`src/hw/rtl/mqsa_pkg.sv`:
```
// Package: constants, codes and types shared by the aging scheduler.
package mqsa_pkg;

    localparam int unsigned TableSlotsDef = 16;

    // Register reset values
    localparam logic [15:0] IntervalRst = 16'd1500;
    localparam logic [7:0]  StepRst     = 8'd10;
    localparam logic [7:0]  TopRst      = 8'd100;
    localparam logic [7:0]  MidRst      = 8'd50;
    localparam logic [7:0]  CeilRst     = 8'd149;

    // Register indexes
    localparam logic [2:0] RegInterval = 3'd0;
    localparam logic [2:0] RegStep     = 3'd1;
    localparam logic [2:0] RegTop      = 3'd2;
    localparam logic [2:0] RegMid      = 3'd3;
    localparam logic [2:0] RegCeil     = 3'd4;

    // Result status codes
    localparam logic [1:0] StEnq     = 2'd0;
    localparam logic [1:0] StDisp    = 2'd1;
    localparam logic [1:0] StNone    = 2'd2;
    localparam logic [1:0] StFull    = 2'd3;

    // Level codes
    localparam logic [1:0] LvBurst = 2'd1;
    localparam logic [1:0] LvPrio  = 2'd2;
    localparam logic [1:0] LvFifo  = 2'd3;

    typedef enum logic [2:0] {
        S_IDLE,
        S_ENQ_RD,
        S_ENQ_WR,
        S_DEQ_RD,
        S_DEQ_SCAN,
        S_DEQ_DONE
    } t_state;

    // One table entry
    typedef struct packed {
        logic [15:0] id;
        logic [7:0]  prio;
        logic [31:0] burst;
        logic [31:0] ready;
        logic [31:0] arrival;
    } t_entry;

endpackage

```
`src/hw/rtl/multilevel_queue_scheduler_aging_unit.sv`:
```
// Top level: APB register file, task table memory and enqueue/dequeue sequencer.
//
//  channel  | direction | ports                                      | beat marker
//  ---------+-----------+--------------------------------------------+---------------
//  request  | in        | i_kind i_task_id i_task_priority           | i_start & !o_busy
//           |           | i_burst_estimate i_now                     |
//  result   | out       | o_status o_chosen_id o_chosen_level        | o_done (1 cycle)
//           |           | o_chosen_priority                          |
//  config   | in/out    | psel penable pwrite paddr pwdata prdata    | psel&penable&pwrite
//
// Enqueue picks the lowest free slot, then writes the entry. Dequeue does one memory read
// per slot with aging written back the next cycle, then the winner is cleared.
// Slot valid bits live in flip-flops cleared by reset; payload memory needs none.
// The result strobe lasts one cycle and o_busy stays low from that cycle on.
module multilevel_queue_scheduler_aging_unit
    import mqsa_pkg::*;
#(
    parameter int unsigned TABLE_SLOTS = TableSlotsDef
) (
    input  logic        i_clk,
    input  logic        i_rst_n,
    input  logic        i_start,
    output logic        o_busy,
    input  logic        i_kind,
    input  logic [15:0] i_task_id,
    input  logic [7:0]  i_task_priority,
    input  logic [31:0] i_burst_estimate,
    input  logic [31:0] i_now,
    output logic        o_done,
    output logic [1:0]  o_status,
    output logic [15:0] o_chosen_id,
    output logic [1:0]  o_chosen_level,
    output logic [7:0]  o_chosen_priority,
    input  logic        psel,
    input  logic        penable,
    input  logic        pwrite,
    input  logic [4:0]  paddr,
    input  logic [31:0] pwdata,
    output logic [31:0] prdata,
    output logic        pready
);

    localparam int unsigned IW = (TABLE_SLOTS > 1) ? $clog2(TABLE_SLOTS) : 1;
    localparam int unsigned CW = $clog2(TABLE_SLOTS + 1);

    // ---------------- configuration registers
    logic [15:0] r_interval;
    logic [7:0]  r_step, r_top, r_mid, r_ceil;
    logic [2:0]  w_ridx;
    logic        w_wr;

    assign pready = 1'b1;
    assign w_ridx = paddr[4:2];
    assign w_wr   = psel & penable & pwrite;

    always_ff @(posedge i_clk) begin
        if (!i_rst_n) begin
            r_interval <= IntervalRst;
            r_step     <= StepRst;
            r_top      <= TopRst;
            r_mid      <= MidRst;
            r_ceil     <= CeilRst;
        end else if (w_wr) begin
            case (w_ridx)
                RegInterval: r_interval <= pwdata[15:0];
                RegStep:     r_step     <= pwdata[7:0];
                RegTop:      r_top      <= pwdata[7:0];
                RegMid:      r_mid      <= pwdata[7:0];
                RegCeil:     r_ceil     <= pwdata[7:0];
                default: ;
            endcase
        end
    end

    always_comb begin
        case (w_ridx)
            RegInterval: prdata = {16'd0, r_interval};
            RegStep:     prdata = {24'd0, r_step};
            RegTop:      prdata = {24'd0, r_top};
            RegMid:      prdata = {24'd0, r_mid};
            RegCeil:     prdata = {24'd0, r_ceil};
            default:     prdata = 32'd0;
        endcase
    end

    // ---------------- state and request latch
    t_state        r_state, n_state;
    logic [TABLE_SLOTS-1:0] r_valid;
    logic [31:0]   r_arr_cnt;
    logic [15:0]   r_in_id;
    logic [7:0]    r_in_prio;
    logic [31:0]   r_in_burst, r_now;
    logic [CW-1:0] r_idx;       // slot being read
    logic [IW-1:0] r_wb_idx;    // slot whose data is on the read port
    logic          r_have_best;
    logic [IW-1:0] r_best_idx;
    t_entry        r_best;
    logic [IW-1:0] r_free_idx;
    logic          r_free_ok;

    // Memory: one write port, one registered read port
    t_entry        r_mem [TABLE_SLOTS];
    t_entry        r_rd;
    logic          w_mem_we;
    logic [IW-1:0] w_mem_wa;
    t_entry        w_mem_wd;
    logic [IW-1:0] w_mem_ra;

    always_ff @(posedge i_clk) begin
        if (w_mem_we) r_mem[w_mem_wa] <= w_mem_wd;
        r_rd <= r_mem[w_mem_ra];
    end

    assign w_mem_ra = r_idx[IW-1:0];

    // ---------------- level and ordering helpers
    function automatic logic [1:0] level_of(input logic [7:0] p, input logic [7:0] top,
                                            input logic [7:0] mid);
        if (p >= top)      level_of = LvBurst;
        else if (p >= mid) level_of = LvPrio;
        else               level_of = LvFifo;
    endfunction

    // Aging of the entry just read
    t_entry     w_aged;
    logic [8:0] w_psum;
    logic       w_age;
    assign w_age  = (r_now - r_rd.ready) >= {16'd0, r_interval};
    assign w_psum = {1'b0, r_rd.prio} + {1'b0, r_step};
    always_comb begin
        w_aged = r_rd;
        if (w_age) begin
            w_aged.prio  = (w_psum > {1'b0, r_ceil}) ? r_ceil : w_psum[7:0];
            w_aged.ready = r_now;
        end
    end

    // Compare aged entry against best so far
    logic [1:0] w_la, w_lb;
    logic       w_better;
    assign w_la = level_of(w_aged.prio, r_top, r_mid);
    assign w_lb = level_of(r_best.prio, r_top, r_mid);
    always_comb begin
        if (w_la != w_lb)
            w_better = w_la < w_lb;
        else if (w_la == LvBurst && w_aged.burst != r_best.burst)
            w_better = w_aged.burst < r_best.burst;
        else if (w_la == LvPrio && w_aged.prio != r_best.prio)
            w_better = w_aged.prio > r_best.prio;
        else if (w_la != LvFifo && w_aged.id != r_best.id)
            w_better = w_aged.id < r_best.id;
        else
            w_better = (r_arr_cnt - w_aged.arrival) > (r_arr_cnt - r_best.arrival);
    end

    // Lowest free slot, found over the valid bits
    logic [IW-1:0] w_free_idx;
    logic          w_free_ok;
    always_comb begin
        w_free_idx = '0;
        w_free_ok  = 1'b0;
        for (int s = TABLE_SLOTS - 1; s >= 0; s--) begin
            if (!r_valid[s]) begin
                w_free_idx = IW'(s);
                w_free_ok  = 1'b1;
            end
        end
    end

    logic w_accept, w_scan_v, w_last;
    assign w_accept = i_start & ~o_busy;
    assign w_scan_v = r_valid[r_wb_idx];
    assign w_last   = (r_idx == CW'(TABLE_SLOTS));

    // ---------------- next state
    always_comb begin
        n_state = r_state;
        case (r_state)
            S_IDLE:     if (w_accept) n_state = i_kind ? S_DEQ_RD : S_ENQ_RD;
            S_ENQ_RD:   n_state = S_ENQ_WR;
            S_ENQ_WR:   n_state = S_IDLE;
            S_DEQ_RD:   n_state = S_DEQ_SCAN;
            S_DEQ_SCAN: if (w_last) n_state = S_DEQ_DONE;
            S_DEQ_DONE: n_state = S_IDLE;
            default:    n_state = S_IDLE;
        endcase
    end

    // ---------------- memory write control
    always_comb begin
        w_mem_we = 1'b0;
        w_mem_wa = r_wb_idx;
        w_mem_wd = w_aged;
        case (r_state)
            S_ENQ_WR: begin
                w_mem_we = r_free_ok;
                w_mem_wa = r_free_idx;
                w_mem_wd = '{id: r_in_id, prio: r_in_prio, burst: r_in_burst,
                             ready: r_now, arrival: r_arr_cnt};
            end
            S_DEQ_SCAN: w_mem_we = w_scan_v;
            default: ;
        endcase
    end

    // ---------------- sequencer registers
    always_ff @(posedge i_clk) begin
        if (!i_rst_n) begin
            r_state     <= S_IDLE;
            r_valid     <= '0;
            r_arr_cnt   <= '0;
            r_idx       <= '0;
            r_have_best <= 1'b0;
            o_done      <= 1'b0;
        end else begin
            r_state <= n_state;
            o_done  <= 1'b0;
            case (r_state)
                S_IDLE: begin
                    r_idx       <= '0;
                    r_have_best <= 1'b0;
                end
                S_ENQ_RD: ;
                S_ENQ_WR: begin
                    o_done <= 1'b1;
                    if (r_free_ok) begin
                        r_valid[r_free_idx] <= 1'b1;
                        r_arr_cnt <= r_arr_cnt + 32'd1;
                    end
                end
                S_DEQ_RD: r_idx <= r_idx + CW'(1);
                S_DEQ_SCAN: begin
                    if (!w_last) r_idx <= r_idx + CW'(1);
                    if (w_scan_v && (!r_have_best || w_better)) r_have_best <= 1'b1;
                end
                S_DEQ_DONE: begin
                    o_done <= 1'b1;
                    if (r_have_best) r_valid[r_best_idx] <= 1'b0;
                end
                default: ;
            endcase
        end
    end

    // Payload registers
    always_ff @(posedge i_clk) begin
        r_wb_idx <= r_idx[IW-1:0];
        if (w_accept) begin
            r_in_id    <= i_task_id;
            r_in_prio  <= i_task_priority;
            r_in_burst <= i_burst_estimate;
            r_now      <= i_now;
        end
        if (r_state == S_ENQ_RD) begin
            r_free_idx <= w_free_idx;
            r_free_ok  <= w_free_ok;
        end
        if (r_state == S_DEQ_SCAN && w_scan_v && (!r_have_best || w_better)) begin
            r_best     <= w_aged;
            r_best_idx <= r_wb_idx;
        end
    end

    // ---------------- result fields
    always_ff @(posedge i_clk) begin
        if (r_state == S_ENQ_WR) begin
            o_status          <= r_free_ok ? StEnq : StFull;
            o_chosen_id       <= '0;
            o_chosen_level    <= '0;
            o_chosen_priority <= '0;
        end else if (r_state == S_DEQ_DONE) begin
            o_status          <= r_have_best ? StDisp : StNone;
            o_chosen_id       <= r_have_best ? r_best.id : 16'd0;
            o_chosen_level    <= r_have_best ? level_of(r_best.prio, r_top, r_mid) : 2'd0;
            o_chosen_priority <= r_have_best ? r_best.prio : 8'd0;
        end
    end

    assign o_busy = (r_state != S_IDLE);

endmodule

```
`config.mk`:
```
export PLATFORM = sky130hd
export DESIGN_NAME = multilevel_queue_scheduler_aging_unit
export DESIGN_NICKNAME = d
export VERILOG_FILES = /design/src/hw/rtl/mqsa_pkg.sv /design/src/hw/rtl/multilevel_queue_scheduler_aging_unit.sv
export SDC_FILE = /design/constraint.sdc
export NUM_CORES = 2
export LEC_CHECK = 0
export ABC_AREA = 0
export BUFFER_PORTS_ARGS = -buffer_cell sky130_fd_sc_hd__clkbuf_2
export CORE_UTILIZATION = 30
export DETAILED_ROUTE_END_ITERATION = 6
export PLACE_DENSITY_LB_ADDON = 0.25
export SLEW_MARGIN = 10
export SYNTH_ARGS = -nofsm -noshare
export SYNTH_HDL_FRONTEND = slang
export SYNTH_SLANG_ARGS = --single-unit
```
`constraint.sdc`:
```
create_clock -name i_clk -period 23.6 [get_ports i_clk]
set_input_delay 2.36 -clock i_clk [delete_from_list [all_inputs] [get_ports i_clk]]
set_output_delay 2.36 -clock i_clk [all_outputs]
set_load 0.01 [all_outputs]
```
## Word level (Yosys, flattened, before mapping)

Memory sizes are Yosys's and may differ from the RTL's. A register that Yosys moved wholly into a read port is not among the register bits.
Cells that the tools add are included.

| cells by class | value |
|---|---|
| div/mod/pow operators | 0 |
| order comparisons | 16 |
| muxes and demuxes | 58 |
| shift operators | 0 |
| bitwise operators | 7 |
| multipliers | 0 |
| add/sub/neg operators | 6 |
| reduce and logical (&&, ||, !) cells | 31 |
| eq/ne operators | 23 |

Operators by type and width:

| cell | count |
|---|---|
| 2-to-1 mux 120 bit | 1 |
| subtractor 32 bit | 3 |
| one-hot mux 16 bit (5 select lines) | 1 |
| 2-to-1 mux 16 bit | 3 |
| 2-to-1 mux 4 bit | 9 |
| adder 32 x 1 -> 32 bit, second input constant | 1 |
| greater-or-equal comparator 32 x 16 -> 1 bit | 1 |
| greater-or-equal comparator 8 bit | 4 |
| > comparator 32 bit | 1 |
| less-than comparator 32 bit | 1 |
| 2-to-1 mux 32 bit | 1 |
| != test 32 bit | 1 |
| one-hot mux 16 bit (2 select lines) | 1 |
| 2-to-1 mux 8 bit | 3 |
| 2-to-1 mux 2 bit | 10 |
| AND reduction 2 bit | 10 |
| 2-to-1 mux 3 bit | 6 |
| AND 16 bit | 1 |
| less-than comparator 16 bit | 1 |
| != test 16 bit | 1 |
| inverter 16 bit | 1 |
| bitwise OR 16 bit | 1 |
| less-than comparator 4 x 5 -> 1 bit, second input constant | 3 |
| 2-to-1 mux 1 bit | 15 |
| other kinds (34) | 61 |

| word-level totals | value |
|---|---|
| flip-flop bits (word level) | 323 |
| bits in writable memories | 1920 |
| bits in read-only memories | 0 |
| memories kept | 1 |
| output and inout port bits | 63 |
| logic and storage cells | 172 |
| latch bits | 0 |
| input port bits | 132 |

Memories:

| name | depth | bits a word | read ports | clocked after Yosys merged registers in | wr ports | line | source |
|---|---|---|---|---|---|---|---|
| r_mem | 16 | 120 | 1 | 1 | 1 | multilevel_queue_scheduler_aging_unit.sv:102 | `t_entry r_mem [TABLE_SLOTS];` |

## Depth between registers and ports, before layout

| depth | value |
|---|---|
| word-level depth | 17 |
| mapped depth | 36 |
| gate-level depth less buffers | 34 |

## Worst setup path after synthesis

OpenSTA, ideal clock, no wires.

| timing | value |
|---|---|
| path kind | reg-to-reg |
| from | reg r_now[1] |
| to | reg r_best[0] (netlist bit), enable pin |
| clock period less this slack | 8.333 ns |
| setup slack | 15.267 ns |
| path buffers | 0 |
| stages on the path, launching flop included | 34 |
| required time | 23.182 ns |
| data arrival time | 7.914 ns |
| cell sequence | edfxtp_1 ha_1 nor2b_1 o2111ai_1 a31oi_1 a21o_1 a31oi_1 o21bai_1 a21oi_1 xnor2_1 ha_1 a21oi_1 o21ai_0 nor4_1 nand3_1 a2111o_1 a2111oi_2 nand4_1 nor4_4 a41oi_1 or2_1 ha_1 nand2b_1 a21o_1 a21o_1 a211o_1 a21oi_1 o21ai_0 nor2b_1 ha_1 nand2_1 a2111o_1 o311ai_0 o21ba_2 |

| on the way | value |
|---|---|
| cells in the longest elaborated chain, start to end | 14 |

RTL lines:

| element | line | source |
|---|---|---|
| start: declaration | multilevel_queue_scheduler_aging_unit.sv:92 | `logic [31:0] r_in_burst, r_now;` |
| start signal: assignment | multilevel_queue_scheduler_aging_unit.sv:252 | `r_now <= i_now;` |
| subtractor 32 bit * | multilevel_queue_scheduler_aging_unit.sv:128 | `assign w_age = (r_now - r_rd.ready) >= {16'd0, r_interval};` |
| greater-or-equal comparator 32 x 16 -> 1 bit * | multilevel_queue_scheduler_aging_unit.sv:128 |  |
| 2-to-1 mux 8 bit * | multilevel_queue_scheduler_aging_unit.sv:132 | `if (w_age) begin` |
| greater-or-equal comparator 8 bit | multilevel_queue_scheduler_aging_unit.sv:120 | `else if (p >= mid) level_of = LvPrio;` |
| 2-to-1 mux 1 bit | multilevel_queue_scheduler_aging_unit.sv:120 |  |
| 2-to-1 mux 2 bit | multilevel_queue_scheduler_aging_unit.sv:119 | `if (p >= top) level_of = LvBurst;` |
| != test 2 bit | multilevel_queue_scheduler_aging_unit.sv:150 | `else if (w_la != LvFifo && w_aged.id != r_best.id)` |
| logical AND 1 bit | multilevel_queue_scheduler_aging_unit.sv:150 |  |
| 2-to-1 mux 1 bit | multilevel_queue_scheduler_aging_unit.sv:150 |  |
| 2-to-1 mux 1 bit | multilevel_queue_scheduler_aging_unit.sv:148 | `else if (w_la == LvPrio && w_aged.prio != r_best.prio)` |
| 2-to-1 mux 1 bit | multilevel_queue_scheduler_aging_unit.sv:146 | `else if (w_la == LvBurst && w_aged.burst != r_best.burst)` |
| 2-to-1 mux 1 bit * | multilevel_queue_scheduler_aging_unit.sv:144 | `if (w_la != w_lb)` |
| logical OR 1 bit * | multilevel_queue_scheduler_aging_unit.sv:258 | `if (r_state == S_DEQ_SCAN && w_scan_v && (!r_have_best \|\| w_better)) begin` |
| logical AND 1 bit * | multilevel_queue_scheduler_aging_unit.sv:258 |  |
| end signal: assignment | multilevel_queue_scheduler_aging_unit.sv:259 | `r_best <= w_aged;` |
| end: declaration | multilevel_queue_scheduler_aging_unit.sv:97 | `t_entry r_best;` |

Mark *: on every way between the ends. The rest lies on a longest branch, timed or not.
A chain may end at the register's enable or synchronous reset.

## Final worst setup path

| timing | value |
|---|---|
| from | reg r_now[3] |
| to | reg r_best[1] (netlist bit), enable pin |

The elaborated chain is that of the path after synthesis.

==> results.cfg <==
[worst_setup_path]
worstSetupPathType = reg -> reg
crit_required_ns = 24.07
worst-path-buf-inv = 1
cpPeakStageDelay_ns = 0.86
end_kind = flop
worstPathArrival_ns = 11.23
startpoint_type = flop
slowest_stage = buf_4
crit_path_max_fanout = 56
cpLargestDelayFamily = compound AO/OA/AOI/OAI gates

[yosys]
ys_types = 93
synthMuxAreaShare_pct = 14.9
synth-simple-area-share_pct = 4.11
synth-seq-area-share_pct = 70.5
synth.avg_cell_area_um2 = 18.2
synth_top_family_by_area = multiplexers
synth_adder_area_share_pct = 3.31
syn-instance-count = 5331
synth_area_um2 = 97000
synthXorXnorAreaFrac_pct = 1.00
synthArstFlopShare_pct = 0
synth_compound_area_share_pct = 4.28
synth-main-ff-cell = edfxtp_1
synth_edf_count = 2107
ys_warn_count = 0
ys_ff_latch = 2363

[final_layout]
layout.cells.non_filler = 10100
nets = 6015
fillers = 30200
layout-drive-gt1-share_pct = 22.3
multi_input_area_um2 = 27000
syn_to_final_growth_pct = 14.6
regArea_um2 = 68400

[cts]
clock_latency_ns = 0.89
htree_levels = 4
postCtsHoldBufs = 0
cts_tree = built
post_cts_buffers = 0
clkTransAtPathRegs_ns = 0.06
cts_root_buffer = clkbuf_16
clock_path_buffers = 4
cts_resized = 0
clock-sinks = 2363
cts-buffers-inserted = 229

[global_routing]
overflow = 0
grt_max_degree = 111
antenna_found_initial = 19
grt.total_usage_pct = 15.7
grt_first_pass_wirelength_um = 372000
grt_pass1_vias = 52100

[pwr]
ir_drop_mv = 0.0619
power.density_nw_per_um2 = 79.6
leakage_nw = 36.5

[timing]
finalSetupViolCount = 0
finalSetupTns_ns = 0
finalClockSkew_ns = 0.0664
fin_crit_sh_pct = 45.6
rsz0062_at_grt = no
hold_viol = 0
layout_min_cycle_time_ns = 10.76
slew_violations = 0
worstMarginPinSlew_ns = 1.25
max_freq_mhz = 92.9
relSlewSlack_pct = 16.0

[die]
dieArea_um2 = 326000
core-area_um2 = 321000
pin_count = 195
die_height_um = 571
dieWidth_um = 571
placementRows = 208
start_util_pct = 30.2

[place]
dp_hpwl_um = 146000
place_inst = 9703
port_buffers = 159
gp_congestion = 0.847

[outcome]
outcome = completed

[drt]
dr.pass1.iters = 5
wirelength_um = 258000
drt-vias-per-instance = 4.94
detail_route.wl_per_cell_um = 25.5
post-route-drc-count = 0
ant_nets = 0
drt_iter0_markers = 4270
vias = 50000

[hold_path]
hold_class = reg -> reg

[run]
drv_cap = 0
[cell usage after synthesis (6+ instances only)]
master    instances  share of area, %
and3_1           27              0.17
o22ai_1           9             0.058
mux2_1           31              0.36
nand2b_1         36              0.23
a41oi_1           8             0.072
nor3b_1           7             0.054
nand3_1          39              0.20
a22o_1           27              0.24
a21oi_1         148              0.76
nor3_1           37              0.19
a211oi_1          9             0.070
xor2_1           38              0.34
nor2b_1          35              0.23
a31oi_1          10             0.064
o21ai_1           6             0.031
nand3b_1          8             0.062
a21boi_0         52              0.40
a211o_1          11             0.099
o211ai_1         26              0.20
buf_1            42              0.16
mux2_2           11              0.13
clkbuf_1        165              0.64
inv_1           229              0.89
o31ai_1          12             0.093
dfxtp_1         256               5.3
nand4_1          48              0.31
ha_1            250               3.2
or3_1            20              0.13
mux4_2          605                14
nand2_1         359               1.4
o21bai_1         15              0.12
o21ai_0         133              0.69
a21o_1           78              0.60
buf_4            18              0.14
mux2i_1          37              0.38
edfxtp_1       2107                65
a22oi_1           6             0.046
xnor2_1          69              0.62
o21a_1           31              0.24
nor2_1          129              0.50
and2_1           42              0.27
[power breakdown]
group	leakage [nW]	total, mW	switching, mW	internal, mW
combinational	11.6	0.441	0.284	0.157
clock	3.73	3.76	1.58	2.18
sequential	21.1	4.65	0.0231	4.63
total	36.5	8.85	1.89	6.96
[layout by cell type, fill, tap and decap left out, drive strengths merged, types with 20 or more instances in the layout]
| cell | synthesis | routed |
|---|---|---|
| o211ai | 26 | 26 |
| nand2 | 359 | 359 |
| nor2b | 35 | 35 |
| and2 | 44 | 44 |
| nand3 | 40 | 40 |
| clkinv | 0 | 62 |
| xor2 | 39 | 39 |
| edfxtp | 2107 | 2107 |
| nor3 | 38 | 38 |
| nand4 | 48 | 48 |
| mux2i | 37 | 37 |
| mux2 | 42 | 42 |
| a22o | 27 | 27 |
| mux4 | 605 | 605 |
| a21o | 78 | 78 |
| a21boi | 52 | 52 |
| and3 | 27 | 27 |
| nand2b | 36 | 36 |
| xnor2 | 70 | 70 |
| o21ai | 139 | 139 |
| inv | 230 | 236 |
| a21oi | 150 | 150 |
| or3 | 20 | 20 |
| clkbuf | 166 | 477 |
| buf | 67 | 127 |
| ha | 250 | 250 |
| o21a | 31 | 31 |
| nor2 | 129 | 129 |
| bufinv | 0 | 27 |
| dfxtp | 256 | 256 |
[layout make-up]
type / count / area share, %
clock inverters: 102 / 1.13
inverters: 230 / 0.776
flip-flops and latches: 2363 / 61.5
multi-input cells: 2520 / 24.3
well taps: 4305 / 4.84
diodes: 4 / 0.00900
repair buffers: 285 / 1.69
clock buffers: 319 / 5.73
[final timing paths]
check,from,endpoint,slack (ns),cells past startpoint
max,r_now[3]$_DFFE_PP_,r_best[1]$_DFFE_PP_,12.84,34
min,r_rd[22]$_DFF_P_,r_best[22]$_DFFE_PP_,0.43,0
max reg2reg,r_now[3]$_DFFE_PP_,r_best[1]$_DFFE_PP_,12.84,34
min reg2reg,r_rd[22]$_DFF_P_,r_best[22]$_DFFE_PP_,0.43,0
[layer usage]
layer	up-vias	wire [um]	global-route usage [%]
li1	21900	-	-
met1	26800	109000	20.0
met2	1043	134000	28.2
met3	335	8960	1.64
met4	6	6360	4.08
met5	-	42	0
[flip-flops by register name, indices dropped and copies added (netlist names), 32 cells and up]
| register | flops |
|---|---|
| r_mem | 1920 |
| r_rd | 120 |
| r_best | 88 |
| r_arr_cnt | 32 |
| r_in_burst | 32 |
| r_now | 32 |
[kinds of logic after synthesis]
family          after synthesis
compound gates              629
mux                         684
simple gates                827
fa+ha+maj                   254
flops                      2363
other cells                   2
xor+xnor                    109
buf+inv                     463
[worst register-to-register path: cells and delay by family (launching register included)]
kind	cells	cell delay (ns)
compound gates	19	5.42
simple gates	9	2.05
fa+ha+maj	4	1.38
buf+inv	1	0.87
flops	1	0.47
xor+xnor	1	0.13
[through the flow]
stage | setup slack, ns | hold slack [ns] | total power, mW | util, % | area (um2)
2_1_floorplan | 15.27 | 0.329 | 5.02 | - | 97100
3_3_place_gp | 12.81 | 0.416 | 5.18 | 32.2 | 104000
3_5_place_dp | 12.80 | 0.415 | 5.18 | 32.2 | 104000
4_1_cts | 12.76 | 0.429 | 8.94 | 34.6 | 111000
5_1_grt | 12.28 | 0.438 | 9.12 | 34.6 | 111000
6_report | 12.84 | 0.429 | 8.85 | 34.6 | 111000
Note: power is estimated with default switching activity, not from simulation.
